$ cat config.mk
export PLATFORM = sky130hd
export DESIGN_NAME = sbps_queue
export DESIGN_NICKNAME = d
export VERILOG_FILES = /design/src/design/sbps_pkg.sv /design/src/design/sbps_queue.sv
export SDC_FILE = /design/constraint.sdc
export NUM_CORES = 1
export LEC_CHECK = 0
export ABC_AREA = 1
export ABC_CLOCK_PERIOD_IN_PS = 4300
export BUFFER_PORTS_ARGS = -buffer_cell sky130_fd_sc_hd__buf_2
export CORE_AREA = 2 2 323 325
export CTS_BUF_LIST = sky130_fd_sc_hd__clkbuf_8
export CTS_CLUSTER_DIAMETER = 200
export DETAILED_ROUTE_END_ITERATION = 7
export DIE_AREA = 0 0 325 327
export GPL_ROUTABILITY_DRIVEN = 0
export PLACE_DENSITY_LB_ADDON = 0.3
export SLEW_MARGIN = 40
export SYNTH_ARGS = -nofsm -noshare
export SYNTH_HDL_FRONTEND = slang
export SYNTH_SLANG_ARGS = --single-unit
export TNS_END_PERCENT = 20
$ cat constraint.sdc
create_clock -name clk -period 4.3 [get_ports clk]
set_input_delay 1.29 -clock clk [delete_from_list [all_inputs] [get_ports clk]]
set_output_delay 1.29 -clock clk [all_outputs]
set_load 0.02 [all_outputs]
$ cat src/design/sbps_pkg.sv
// Shared types, constants and the band edge table for the band peak scaler.
// No dependencies; every other file of the block imports it.
package sbps_pkg;

  localparam int BAND_COUNT     = 16;
  localparam int BIN_LIMIT      = 256;
  localparam int BAND_W         = 4;
  localparam int BIN_W          = 8;
  localparam int VALUE_W        = 32;
  localparam int GAIN_W         = 16;
  localparam int QUEUE_DEPTH_DEF = 16;

  // register indexes of the configuration port
  localparam logic REG_LOG_MODE = 1'b0;
  localparam logic REG_GAIN     = 1'b1;

  localparam logic [GAIN_W-1:0]  GAIN_RESET = 16'd256;
  localparam logic [31:0]        LN2_Q32    = 32'd2977044472;
  localparam logic [VALUE_W-1:0] LEVEL_MAX  = 32'hFFFF_FFFF;
  // first bin index past the last band; it and later bins are ignored
  localparam logic [BIN_W-1:0]   BIN_STOP   = 8'd255;

  typedef struct packed {
    logic [BAND_W-1:0]  band;
    logic [VALUE_W-1:0] peak;
  } band_rec_t;

  // first bin of band idx; idx 16 closes the last band
  function automatic logic [BIN_W-1:0] band_edge(input logic [BAND_W:0] idx);
    logic [BIN_W-1:0] r;
    unique case (idx)
      5'd0:  r = 8'd0;
      5'd1:  r = 8'd1;
      5'd2:  r = 8'd2;
      5'd3:  r = 8'd3;
      5'd4:  r = 8'd5;
      5'd5:  r = 8'd7;
      5'd6:  r = 8'd10;
      5'd7:  r = 8'd14;
      5'd8:  r = 8'd20;
      5'd9:  r = 8'd28;
      5'd10: r = 8'd40;
      5'd11: r = 8'd54;
      5'd12: r = 8'd74;
      5'd13: r = 8'd101;
      5'd14: r = 8'd137;
      5'd15: r = 8'd187;
      default: r = 8'd255;
    endcase
    return r;
  endfunction

endpackage

$ cat src/design/sbps_queue.sv
// Small register queue of completed band records between front and back.
// Depends on sbps_pkg.
module sbps_queue
  import sbps_pkg::*;
#(
  parameter int DEPTH = QUEUE_DEPTH_DEF
) (
  input  logic      clk,
  input  logic      rst,
  input  logic      push,
  input  band_rec_t push_rec,
  output logic      full,
  input  logic      pop,
  output logic      avail,
  output band_rec_t head
);

  localparam int AW = (DEPTH > 1) ? $clog2(DEPTH) : 1;
  localparam int CW = $clog2(DEPTH + 1);
  localparam logic [AW-1:0] LAST_PTR = AW'(DEPTH - 1);
  localparam logic [CW-1:0] FULL_CNT = CW'(DEPTH);

  band_rec_t      slots [DEPTH];
  logic [AW-1:0]  wr_ptr;
  logic [AW-1:0]  rd_ptr;
  logic [CW-1:0]  count;

  assign full  = count == FULL_CNT;
  assign avail = count != '0;
  assign head  = slots[rd_ptr];

  always_ff @(posedge clk) begin
    if (push) begin
      slots[wr_ptr] <= push_rec;
    end
  end

  always_ff @(posedge clk) begin
    if (rst) begin
      wr_ptr <= '0;
      rd_ptr <= '0;
      count  <= '0;
    end else begin
      if (push) begin
        wr_ptr <= (wr_ptr == LAST_PTR) ? '0 : wr_ptr + AW'(1);
      end
      if (pop) begin
        rd_ptr <= (rd_ptr == LAST_PTR) ? '0 : rd_ptr + AW'(1);
      end
      if (push && !pop) begin
        count <= count + CW'(1);
      end else if (pop && !push) begin
        count <= count - CW'(1);
      end
    end
  end

endmodule

Word level (Yosys, flattened, before mapping) --
Memories as Yosys holds them, arrays and structs flattened. A register that Yosys moved wholly into a read port is not among the register bits. Cells that the tools add are included.
Word-level totals: register bits after elaboration 13, latch bits 0, RAM bits 576, ROM bits 0, output and inout port bits 38, logic and storage cells 25, memories 1
Memories:
- slots | depth 16, width 36, rd ports 1, clocked after memory_dff 1, write ports 1, line sbps_queue.sv:23 | band_rec_t slots [DEPTH];
Operators by class: add/subtract/negate cells 4, multipliers 0, divide/modulo/power cells 0, $lt $le $gt $ge 0, eq/ne operators 3, shifts and indexed selects 0, mux-type cells 8, bitwise logic cells 0, reductions and logical operators 6
Operators by type and width (count):
- 4-bit two-way mux | 4
- 5-bit two-way mux | 2
- 4-bit by 1-bit adder with 4-bit output (second input constant) | 2
- 4-bit == test (second input constant) | 2
- 5-bit by 1-bit adder with 5-bit output (second input constant) | 1
- 5-bit == test (second input constant) | 1
- 5-bit nonzero test | 1
- 5-bit by 1-bit subtractor with 5-bit output (second input constant) | 1
- 1-bit logical AND | 2
- 1-bit zero test | 2
- 1-bit two-way mux | 2
- 2-bit nonzero test | 1

Depth between registers and ports, before layout --
depth after elaboration 4, mapped depth 10

Least setup slack after synthesis --
Ideal clock, no wire load.
path kind input-to-reg, start in push, end mem slots[11][0] (netlist bit) (enable), setup time 0.429 ns, data arrival time 3.124 ns, data required time 3.871 ns, setup slack 0.747 ns, stages 3, buffers on the path 1, cell sequence buf_2 -> nand2_1 -> nor2_1
Between the ends: word-level cells in the longest chain between the ends 2
RTL lines:
- start: declaration | line sbps_queue.sv:10 | input logic push,
- 1-bit two-way mux | line sbps_queue.sv:33 | if (push) begin
- 1-bit two-way mux (implied by the code) | line sbps_queue.sv:34 | slots[wr_ptr] <= push_rec;
- end: declaration | line sbps_queue.sv:23
No other way between the ends.

==> flow_metrics.env <==
export IMPL_async_reset_ff_share_pct=0
export IMPL_cts_resized=0
export IMPL_wl_per_cell_um=17.1
export IMPL_antenna_found_initial=11
export IMPL_critical_path_endpoint_type="primary output"
export IMPL_cp_max_fo=30
export IMPL_fill_cells=10665
export IMPL_syn_inst=2445
export IMPL_synth_top_area_share_pct=67.6
export IMPL_die_x_um=325
export IMPL_slew_viol_final=0
export IMPL_ys_seq_area_share_pct=68.9
export IMPL_ys_dominant_reg_cell="edfxtp_1"
export IMPL_worstSetupPathType="register to primary output"
export IMPL_tns_ps=0
export IMPL_antenna_left=0
export IMPL_cts_tree="built"
export IMPL_cts_buffer_depth=3
export IMPL_cellPowerDensity_nw_per_um2=406
export IMPL_clock_latency_ps=720
export IMPL_fmax_mhz=250
export IMPL_cts_sinks=593
export IMPL_track_usage_pct=12.9
export IMPL_synth_warnings=0
export IMPL_worstSetupStartpointType="register"
export IMPL_clkTransAtPathRegs_ps=60
export IMPL_grt_pass1_vias=16199
export IMPL_ys_seq_elements=593
export IMPL_yosysTopAreaCell="edfxtp_1"
export IMPL_synth_area_leaders="edfxtp_1 (68%), nand2_1 (11%), nand3_1 (8.6%)"
export IMPL_ctsRootBufferMaster="clkbuf_8"
export IMPL_cts_inserted_buffers=100
export IMPL_drc=0
export IMPL_placed_area_um2=27700
export IMPL_num_rows=118
export IMPL_core_area_um2=103000
export IMPL_hp_class="register to register"
export IMPL_ctsHoldBuffers=0
export IMPL_seqCellArea_um2=17600
export IMPL_drive_gt1_share_pct=10.0
export IMPL_layout_commonest_cell="nand2_1"
export IMPL_cap_violations=0
export IMPL_dpl_hpwl_um=35200
export IMPL_die_height_um=327
export IMPL_synth_edff_count=576
export IMPL_worst_pin_slew_ps=780
export IMPL_io_pins=78
export IMPL_worstPathRequired_ps=3010
export IMPL_finClkSkew_ps=25.1
export IMPL_num_vias=16565
export IMPL_start_util_pct=24.9
export IMPL_first_pass_iters=5
export IMPL_irDropWorstVdd_mv=0.195
export IMPL_syn_to_final_growth_pct=15.3
export IMPL_die_area_um2=106000
export IMPL_status="completed"
export IMPL_syn_num_nets=2495
export IMPL_io_buffers=77
export IMPL_syn_area_um2=25600
export IMPL_setup_violations=0
export IMPL_hold_viol_final=0
export IMPL_drt_iter0_markers=1222
export IMPL_grt_max_degree=139
export IMPL_rsz0062_at_grt="no"
export IMPL_grt_pass1_wl_um=103000
export IMPL_avgSynthCellArea_um2=10.5
export IMPL_min_period_ps=4000
export IMPL_h_tree_depth=3
export IMPL_stdcell_area_um2=29500
export IMPL_period_share_pct=93.0
export IMPL_ys_types=24
export IMPL_maxSlewHeadroom_pct=48.0
export IMPL_via_per_inst=4.12
export IMPL_gr_total_overflow=0
export IMPL_nNetsFinal=2602
export IMPL_cts_setup_buffers=0
export IMPL_final_cell_mix="nand2_1 (778), edfxtp_1 (576), inv_1 (484)"
export IMPL_multi_input_area_um2=5620
export IMPL_wirelength_um=68900
export IMPL_p_leak_nw=12.3
export IMPL_fin_hold_ws_ps=482
export IMPL_worstPathArrival_ps=2710
-- power by group --
part	switching [mW]	internal (mW)
sequential	0.0302	6.41
combinational	0.760	0.302
clock	2.28	2.20
-- path summary, 6_finish.rpt --
kind | from | to | slack [ps] | cells after the start
max | register | head[1] | 300 | 6
min | rd_ptr[3]$_SDFFE_PP0P_ | register | 480 | 1
max reg2reg | wr_ptr[0]$_SDFFE_PP0P_ | slots[7][26]$_DFFE_PP_ | 2070 | 4
min reg2reg | rd_ptr[3]$_SDFFE_PP0P_ | register | 480 | 1
-- metal layers --
| layer | up-vias | share of wire (%) | global-route usage [%] |
|---|---|---|---|
| li1 | 8139 | - | - |
| met3 | 107 | 4.9 | 2.40 |
| met1 | 7953 | 45 | 16.4 |
| met4 | 14 | 2.6 | 4.95 |
| met2 | 352 | 48 | 21.6 |
| met5 | - | 0.13 | 0 |
-- synthesized netlist by cell type, types with 2 or more instances --
cell and number:
a21oi_1 11, buf_1 15, buf_2 42, buf_4 14, buf_6 26, clkbuf_1 20
dfxtp_1 17, edfxtp_1 576, ha_1 9, inv_1 449, nand2_1 778, nand3_1 441
nor2_1 28, nor3_1 2, o21ai_0 7, xor2_1 2
-- critical path, stage by stage (launching register included) --
cell and delay, ps:
dfxtp_4 350, clkinv_2 570, buf_12 420, nand3_1 90, nand3_1 60, nand2_1 250, buf_2 220
-- cell type report --
cell class / count / share of cell area, %
sequential: 593 / 59.8
clock buffer: 102 / 4.76
timing repair buffer: 122 / 3.47
clock inverter: 84 / 1.19
inverter: 453 / 5.81
multi-input combinational: 1282 / 19.1
antenna: 4 / 0.0339
tap: 1380 / 5.85
-- logic make-up (layout without fill, tap and decap cells) --
family                   count (synthesis)  count (layout)  share of synthesized area, %
AND/OR/NAND/NOR                       1252            1252                          20.6
flip-flops                             593             593                          68.9
buffers and inverters                  570             761                          9.56
AO/OA/AOI/OAI                           18              18                         0.352
adder cells (fa/ha/maj)                 10              10                         0.518
XOR/XNOR                                 2               2                        0.0685
other                                    0               4                             0
-- registers in the layout (all words and copies together) (netlist names), named ones only --
signal / count
count: 5
rd_ptr: 4
slots: 576
wr_ptr: 4
-- per-stage QoR --
step	cells	utilization (%)	power [mW]	setup slack, ps
finish	4020	28.7	12.0	302
global route	4018	28.7	12.5	130
CTS	4016	28.7	12.2	222
detailed placement	3830	27.0	7.64	1050
global placement	3830	27.0	7.64	1050
floorplan	2445	-	7.25	747
Power figures use the tool's default switching activity.
