===== src/design/sbps_pkg.sv =====
// Shared types, constants and the band edge table for the band peak scaler.
// No dependencies; every other file of the block imports it.
package sbps_pkg;

  localparam int BAND_COUNT     = 16;
  localparam int BIN_LIMIT      = 256;
  localparam int BAND_W         = 4;
  localparam int BIN_W          = 8;
  localparam int VALUE_W        = 32;
  localparam int GAIN_W         = 16;
  localparam int QUEUE_DEPTH_DEF = 16;

  // register indexes of the configuration port
  localparam logic REG_LOG_MODE = 1'b0;
  localparam logic REG_GAIN     = 1'b1;

  localparam logic [GAIN_W-1:0]  GAIN_RESET = 16'd256;
  localparam logic [31:0]        LN2_Q32    = 32'd2977044472;
  localparam logic [VALUE_W-1:0] LEVEL_MAX  = 32'hFFFF_FFFF;
  // first bin index past the last band; it and later bins are ignored
  localparam logic [BIN_W-1:0]   BIN_STOP   = 8'd255;

  typedef struct packed {
    logic [BAND_W-1:0]  band;
    logic [VALUE_W-1:0] peak;
  } band_rec_t;

  // first bin of band idx; idx 16 closes the last band
  function automatic logic [BIN_W-1:0] band_edge(input logic [BAND_W:0] idx);
    logic [BIN_W-1:0] r;
    unique case (idx)
      5'd0:  r = 8'd0;
      5'd1:  r = 8'd1;
      5'd2:  r = 8'd2;
      5'd3:  r = 8'd3;
      5'd4:  r = 8'd5;
      5'd5:  r = 8'd7;
      5'd6:  r = 8'd10;
      5'd7:  r = 8'd14;
      5'd8:  r = 8'd20;
      5'd9:  r = 8'd28;
      5'd10: r = 8'd40;
      5'd11: r = 8'd54;
      5'd12: r = 8'd74;
      5'd13: r = 8'd101;
      5'd14: r = 8'd137;
      5'd15: r = 8'd187;
      default: r = 8'd255;
    endcase
    return r;
  endfunction

endpackage


===== src/design/sbps_front.sv =====
// Front end: takes bins, tracks the running band peak and pushes a
// record for every completed band. Depends on sbps_pkg.
module sbps_front
  import sbps_pkg::*;
(
  input  logic               clk,
  input  logic               rst,
  input  logic               in_valid,
  output logic               in_ready,
  input  logic [VALUE_W-1:0] in_value,
  input  logic               in_last,
  input  logic               q_full,
  output logic               push,
  output band_rec_t          push_rec
);

  logic [VALUE_W-1:0] band_peak;
  logic [BIN_W-1:0]   bin_count;
  logic [BAND_W-1:0]  current_band;

  logic               accept;
  logic               in_range;
  logic [VALUE_W-1:0] peak_next;
  logic               band_end;

  assign in_ready  = !q_full;
  assign accept    = in_valid && in_ready;
  assign in_range  = bin_count < BIN_STOP;
  assign peak_next = (in_value > band_peak) ? in_value : band_peak;
  assign band_end  = ({1'b0, bin_count} + 9'd1) >=
                     {1'b0, band_edge({1'b0, current_band} + 5'd1)};

  assign push          = accept && in_range && band_end;
  assign push_rec.band = current_band;
  assign push_rec.peak = peak_next;

  always_ff @(posedge clk) begin
    if (rst) begin
      band_peak    <= '0;
      bin_count    <= '0;
      current_band <= '0;
    end else if (accept) begin
      // the flagged bin may still close a band (push above), then all restarts
      if (in_last) begin
        band_peak    <= '0;
        bin_count    <= '0;
        current_band <= '0;
      end else if (in_range) begin
        if (band_end) begin
          band_peak    <= '0;
          current_band <= current_band + 4'd1;
        end else begin
          band_peak <= peak_next;
        end
        bin_count <= bin_count + 8'd1;
      end
    end
  end

endmodule


===== config.mk =====
export PLATFORM = sky130hd
export DESIGN_NAME = sbps_front
export DESIGN_NICKNAME = d
export VERILOG_FILES = /design/src/design/sbps_pkg.sv /design/src/design/sbps_front.sv
export SDC_FILE = /design/constraint.sdc
export NUM_CORES = 1
export LEC_CHECK = 0
export BUFFER_PORTS_ARGS = -buffer_cell sky130_fd_sc_hd__buf_2
export CORE_MARGIN = 4
export CORE_UTILIZATION = 55
export DETAILED_ROUTE_END_ITERATION = 8
export PLACE_DENSITY_LB_ADDON = 0.05
export SYNTH_ARGS = -nofsm -noshare
export SYNTH_HDL_FRONTEND = slang
export SYNTH_SLANG_ARGS = --single-unit

===== constraint.sdc =====
create_clock -name clk -period 3.6 [get_ports clk]
set_clock_uncertainty 0.05 [all_clocks]
set_input_delay 0.54 -clock clk [delete_from_list [all_inputs] [get_ports clk]]
set_output_delay 0.54 -clock clk [all_outputs]
set_load 0.05 [all_outputs]

# After elaboration in Yosys (flattened, before gate mapping)
# Memory sizes are Yosys's and may differ from the RTL's.
# Index checks and enable logic that the tools add are counted.
# totals
reg_bits	44
latchBits	0
ramBits	0
mem_bits_ro	128
in_bits	37
wordCells	29
mem_count	1
# classes
n_addsub	4
multipliers	0
n_div	0
order_cmp	3
n_eq_ne	0
shifts	0
muxes	10
bitwise_logic	0
reduce_logical	8
# memory_table
name	words	word_bits	read_ports	rd_ports_with_merged_regs	wr	line	text
(no name shown)	16	8	1	0	0	sbps_pkg.sv:31	unique case (idx)
# op_table
operator	n
two-way mux 32 bit	4
greater-than comparator 32 bit	1
two-way mux 8 bit	3
two-way mux 4 bit	3
adder 8 x 1 -> 9 bit (second input constant)	1
>= comparator 9 x 8 -> 1 bit	1
adder 8 x 1 -> 8 bit (second input constant)	1
less-than comparator 8 bit (second input constant)	1
adder 4 x 1 -> 5 bit (second input constant)	1
adder 4 x 1 -> 4 bit (second input constant)	1
nonzero test 2 bit	2
logical AND 1 bit	3
AND reduction 3 bit	1
AND reduction 2 bit	1
zero test 1 bit	1

# Logic depth before layout (Yosys ltp)
# An unclocked memory read counts as a cell.
# logic_depth
ltp_word	7
depth_mapped	16
ltp_nobuf	14

# Worst setup path before layout
# No wires, ideal clock.
# synth_timing
kind	reg2out
startpoint	register current_band[0]
endpoint	output push
t_arrival_ns	3.678
required_ns	3.010
path_slack_ns	-0.668
stages_incl_launch_ff	13
path_cell_list	dfxtp_1 -> clkbuf_1 -> inv_1 -> ha_1 -> o31ai_1 -> a21oi_1 -> o31ai_1 -> a21oi_1 -> ha_1 -> nand2_1 -> o21ai_0 -> a21oi_1 -> nor3_1
# synth_between
elab_chain_len	5
# synth_lines
element	line	text
start: declaration	sbps_front.sv:19	logic [BAND_W-1:0] current_band;
start signal: assignment	sbps_front.sv:51	current_band <= current_band + 4'd1;
adder 4 x 1 -> 5 bit (*)	sbps_front.sv:31	{1'b0, band_edge({1'b0, current_band} + 5'd1)};
memory read (16 x 8 bit)	-	
two-way mux 8 bit (*)	sbps_pkg.sv:31	
>= comparator 9 x 8 -> 1 bit (*)	sbps_front.sv:30	assign band_end = ({1'b0, bin_count} + 9'd1) >=
logical AND 1 bit (*)	sbps_front.sv:33	assign push = accept && in_range && band_end;
end: declaration	sbps_front.sv:13	output logic push,
# Every way passes the cells marked *; elsewhere a longest branch is shown, timed or not.

# Final worst setup path
# Ends and elaborated chain as after synthesis.

==> flow_summary.ini <==
[status]
status = finished, final reports clean

[placement]
gp_congestion = 0.816
io_buffer_count = 74
hpwl_um = 5700
place_area_um2 = 3940
dp_slack_ps = 22.7

[sta]
worst_slew_pin_slew_ps = 510
fin_ws_ps = 137
finalHoldViolCount = 0
fmax_mhz = 289
min_period_over_period_pct = 96.2
final-setup-viol-count = 0
slew_viol_final = 0
setup_tns_ps = 0
period_needed_ps = 3460
maxSlewHeadroom_pct = 65.8
hold_ws_ps = 444

[critical_path]
cp-end-kind = primary output
cp-startpoint = current_band[0]
r2r-start = current_band[0]
r2r_cells = 14
timing.critical_path.to = push
rrSetupSlack_ps = 380
critPathMaxFanout = 13
critPathRequiredTime_ps = 3010
cp-start-kind = flop
r2r-end = band_peak[24]
crit_type = flop to primary output
cp_data_arrival_time_ps = 2870

[routing]
wire_per_inst_um = 14.8
drt_iter0_drc = 86
routed_wl_um = 7990
vias = 3196
firstDrtPassIters = 4
viasPerCell = 5.91
drc = 0
detail-route-antenna-nets = 0

[layout]
nFillCells = 523
antennaDiodeCount = 0
final_layout_size_suffix_gt1_share_pct = 30.9
design_area_um2 = 4190
final_nets = 548
area_delta_synth_final_pct = 20.8

[yosys]
synth_seq_cells = 44
synth_cell_types = 48
ys.flop_type = dfxtp_1
synth.avg_cell_area_um2 = 8.86
ys_async_sr_fraction_pct = 0
syn-instance-count = 391
ys_seq_area_share_pct = 25.4
yosysWarnings = 0
syn_area_um2 = 3460
synth-edff-count = 0
synth_nets = 474

[cts]
ctsHoldBuffers = 0
cts.sinks = 44
cts_tree = yes
cts_htree_levels = 2
clockBufferDepth = 2
cts_root_buf = clkbuf_8
path_clk_slew_ps = 80
cts_buffers = 5
clk_latency_ps = 300

[floorplanning]
ioPinCount = 75
rows = 28
dieWidth_um = 87.4
floorplan.initialDensity_pct = 57.5
core-area_um2 = 6030
die_h_um = 87.4
die-area_um2 = 7630

[grt]
overflow = 0
grt_pass1_wl_um = 13100
antenna_found_initial = 0
grtUsageTotal_pct = 21.0
grt_pass1_vias = 2934
grt_max_degree = 35

[pwr]
p_leak_nw = 1.74
ir_worst_vdd_mv = 0.213
powerDensity_nw_per_um2 = 285

[job]
cap_violations = 0

[worst_hold_path]
holdCritPathClass = flop to flop
==> cell usage after synthesis (all sizes together), types with 5 or more instances <==
library cell | count | share of area, %
a21oi | 33 | 4.8
a32o | 32 | 9.2
and3 | 6 | 1.3
buf | 14 | 3.3
clkbuf | 8 | 0.87
dfxtp | 44 | 25
ha | 46 | 17
inv | 38 | 4.1
mux2 | 32 | 10
nand2 | 20 | 2.2
nand3 | 8 | 1.2
nand4 | 8 | 1.4
nor2 | 21 | 2.3
nor3 | 7 | 1.2
o21ai | 18 | 2.6
xnor2 | 5 | 1.3
==> worst max-delay path: stages (launching register included) <==
cell	delay, ps
dfxtp_4	440
ha_2	260
buf_6	180
nor3_2	60
mux2i_1	120
a31oi_1	100
a21oi_1	200
ha_1	300
a211oi_2	250
o21ai_2	90
a21oi_2	210
buf_4	170
nor3_4	40
buf_6	160
==> through the flow <==
stage | std cells | total power (W) | utilization (%)
finish | 541 | 0.00119 | 69.5
global route | 541 | 0.00126 | 69.5
CTS | 539 | 0.00119 | 67.3
detailed placement | 531 | 0.000858 | 65.4
global placement | 531 | 0.000854 | 65.4
floorplan | 391 | 0.000762 | -
==> report_power, final <==
part	internal, W	switching (W)	total [W]
clock network	0.000156	0.000178	0.000334
logic	0.000126	0.000238	0.000364
registers	0.000490	0.00000570	0.000496
total	0.000772	0.000422	0.00119
==> registers in the layout, summed over array words and instances (netlist names) <==
name and count:
band_peak 32, bin_count 8, current_band 4
==> per-layer routing <==
metal	wire length, µm	GRT usage (%)
met1	3590	27.1
met2	3910	36.1
met3	335	3.50
met4	158	5.44
met5	0	0
==> cell families (layout without fill, tap and decap cells) <==
kind of cell    Yosys count  after routing  share of synthesized area (%)
compound gates          110            110                           23.3
buf+inv                  60            135                           8.27
flops                    44             44                           25.4
simple gates             88             88                           13.2
xor+xnor                  9              9                           2.28
mux                      34             34                           11.0
fa+ha+maj                46             46                           16.6
==> final cells by class <==
class / count / area, µm² / area share, %
clock buffer: 7 / 86.3 / 2.06
tap: 75 / 93.8 / 2.24
inverter: 38 / 143 / 3.41
timing repair buffer: 89 / 536 / 12.8
clock inverter: 1 / 7.51 / 0.179
multi-input combinational: 287 / 2430 / 58.1
sequential: 44 / 890 / 21.3
==> how the worst min path moves through the flow <==
| stage | start | endpoint | slack (ps) | cells after the start |
|---|---|---|---|---|
| 2_1_floorplan | band_peak[20] | band_peak[20] | 410 | 1 |
| 3_3_place_gp | band_peak[17] | band_peak[17] | 420 | 1 |
| 3_5_place_dp | band_peak[6] | band_peak[6] | 430 | 1 |
| 4_1_cts | band_peak[6] | band_peak[6] | 450 | 1 |
| 5_1_grt | in_value[0] | band_peak[0] | 450 | 2 |
| 6_report | band_peak[6] | band_peak[6] | 440 | 1 |
==> cells in the final DEF, fill, tap and decap left out, types with 4 or more instances in the layout <==
master,count
buf_2,71
ha_1,43
dfxtp_1,41
inv_1,38
a21oi_1,32
a32o_1,32
nor2_1,21
mux2_2,21
nand2_1,20
o21ai_0,17
buf_4,13
mux2_1,11
nand3_1,8
nand4_1,8
clkbuf_8,6
and3_1,4
a22oi_1,4
==> what timing repair did <==
| item | in CTS | in global routing |
|---|---|---|
| setup buffers | 0 | 2 |
| pin swaps | 0 | 7 |
| setup endpoints to repair | 10 | 33 |
| resized for setup | 6 | 25 |
Note: power is estimated with default switching activity, not from simulation.
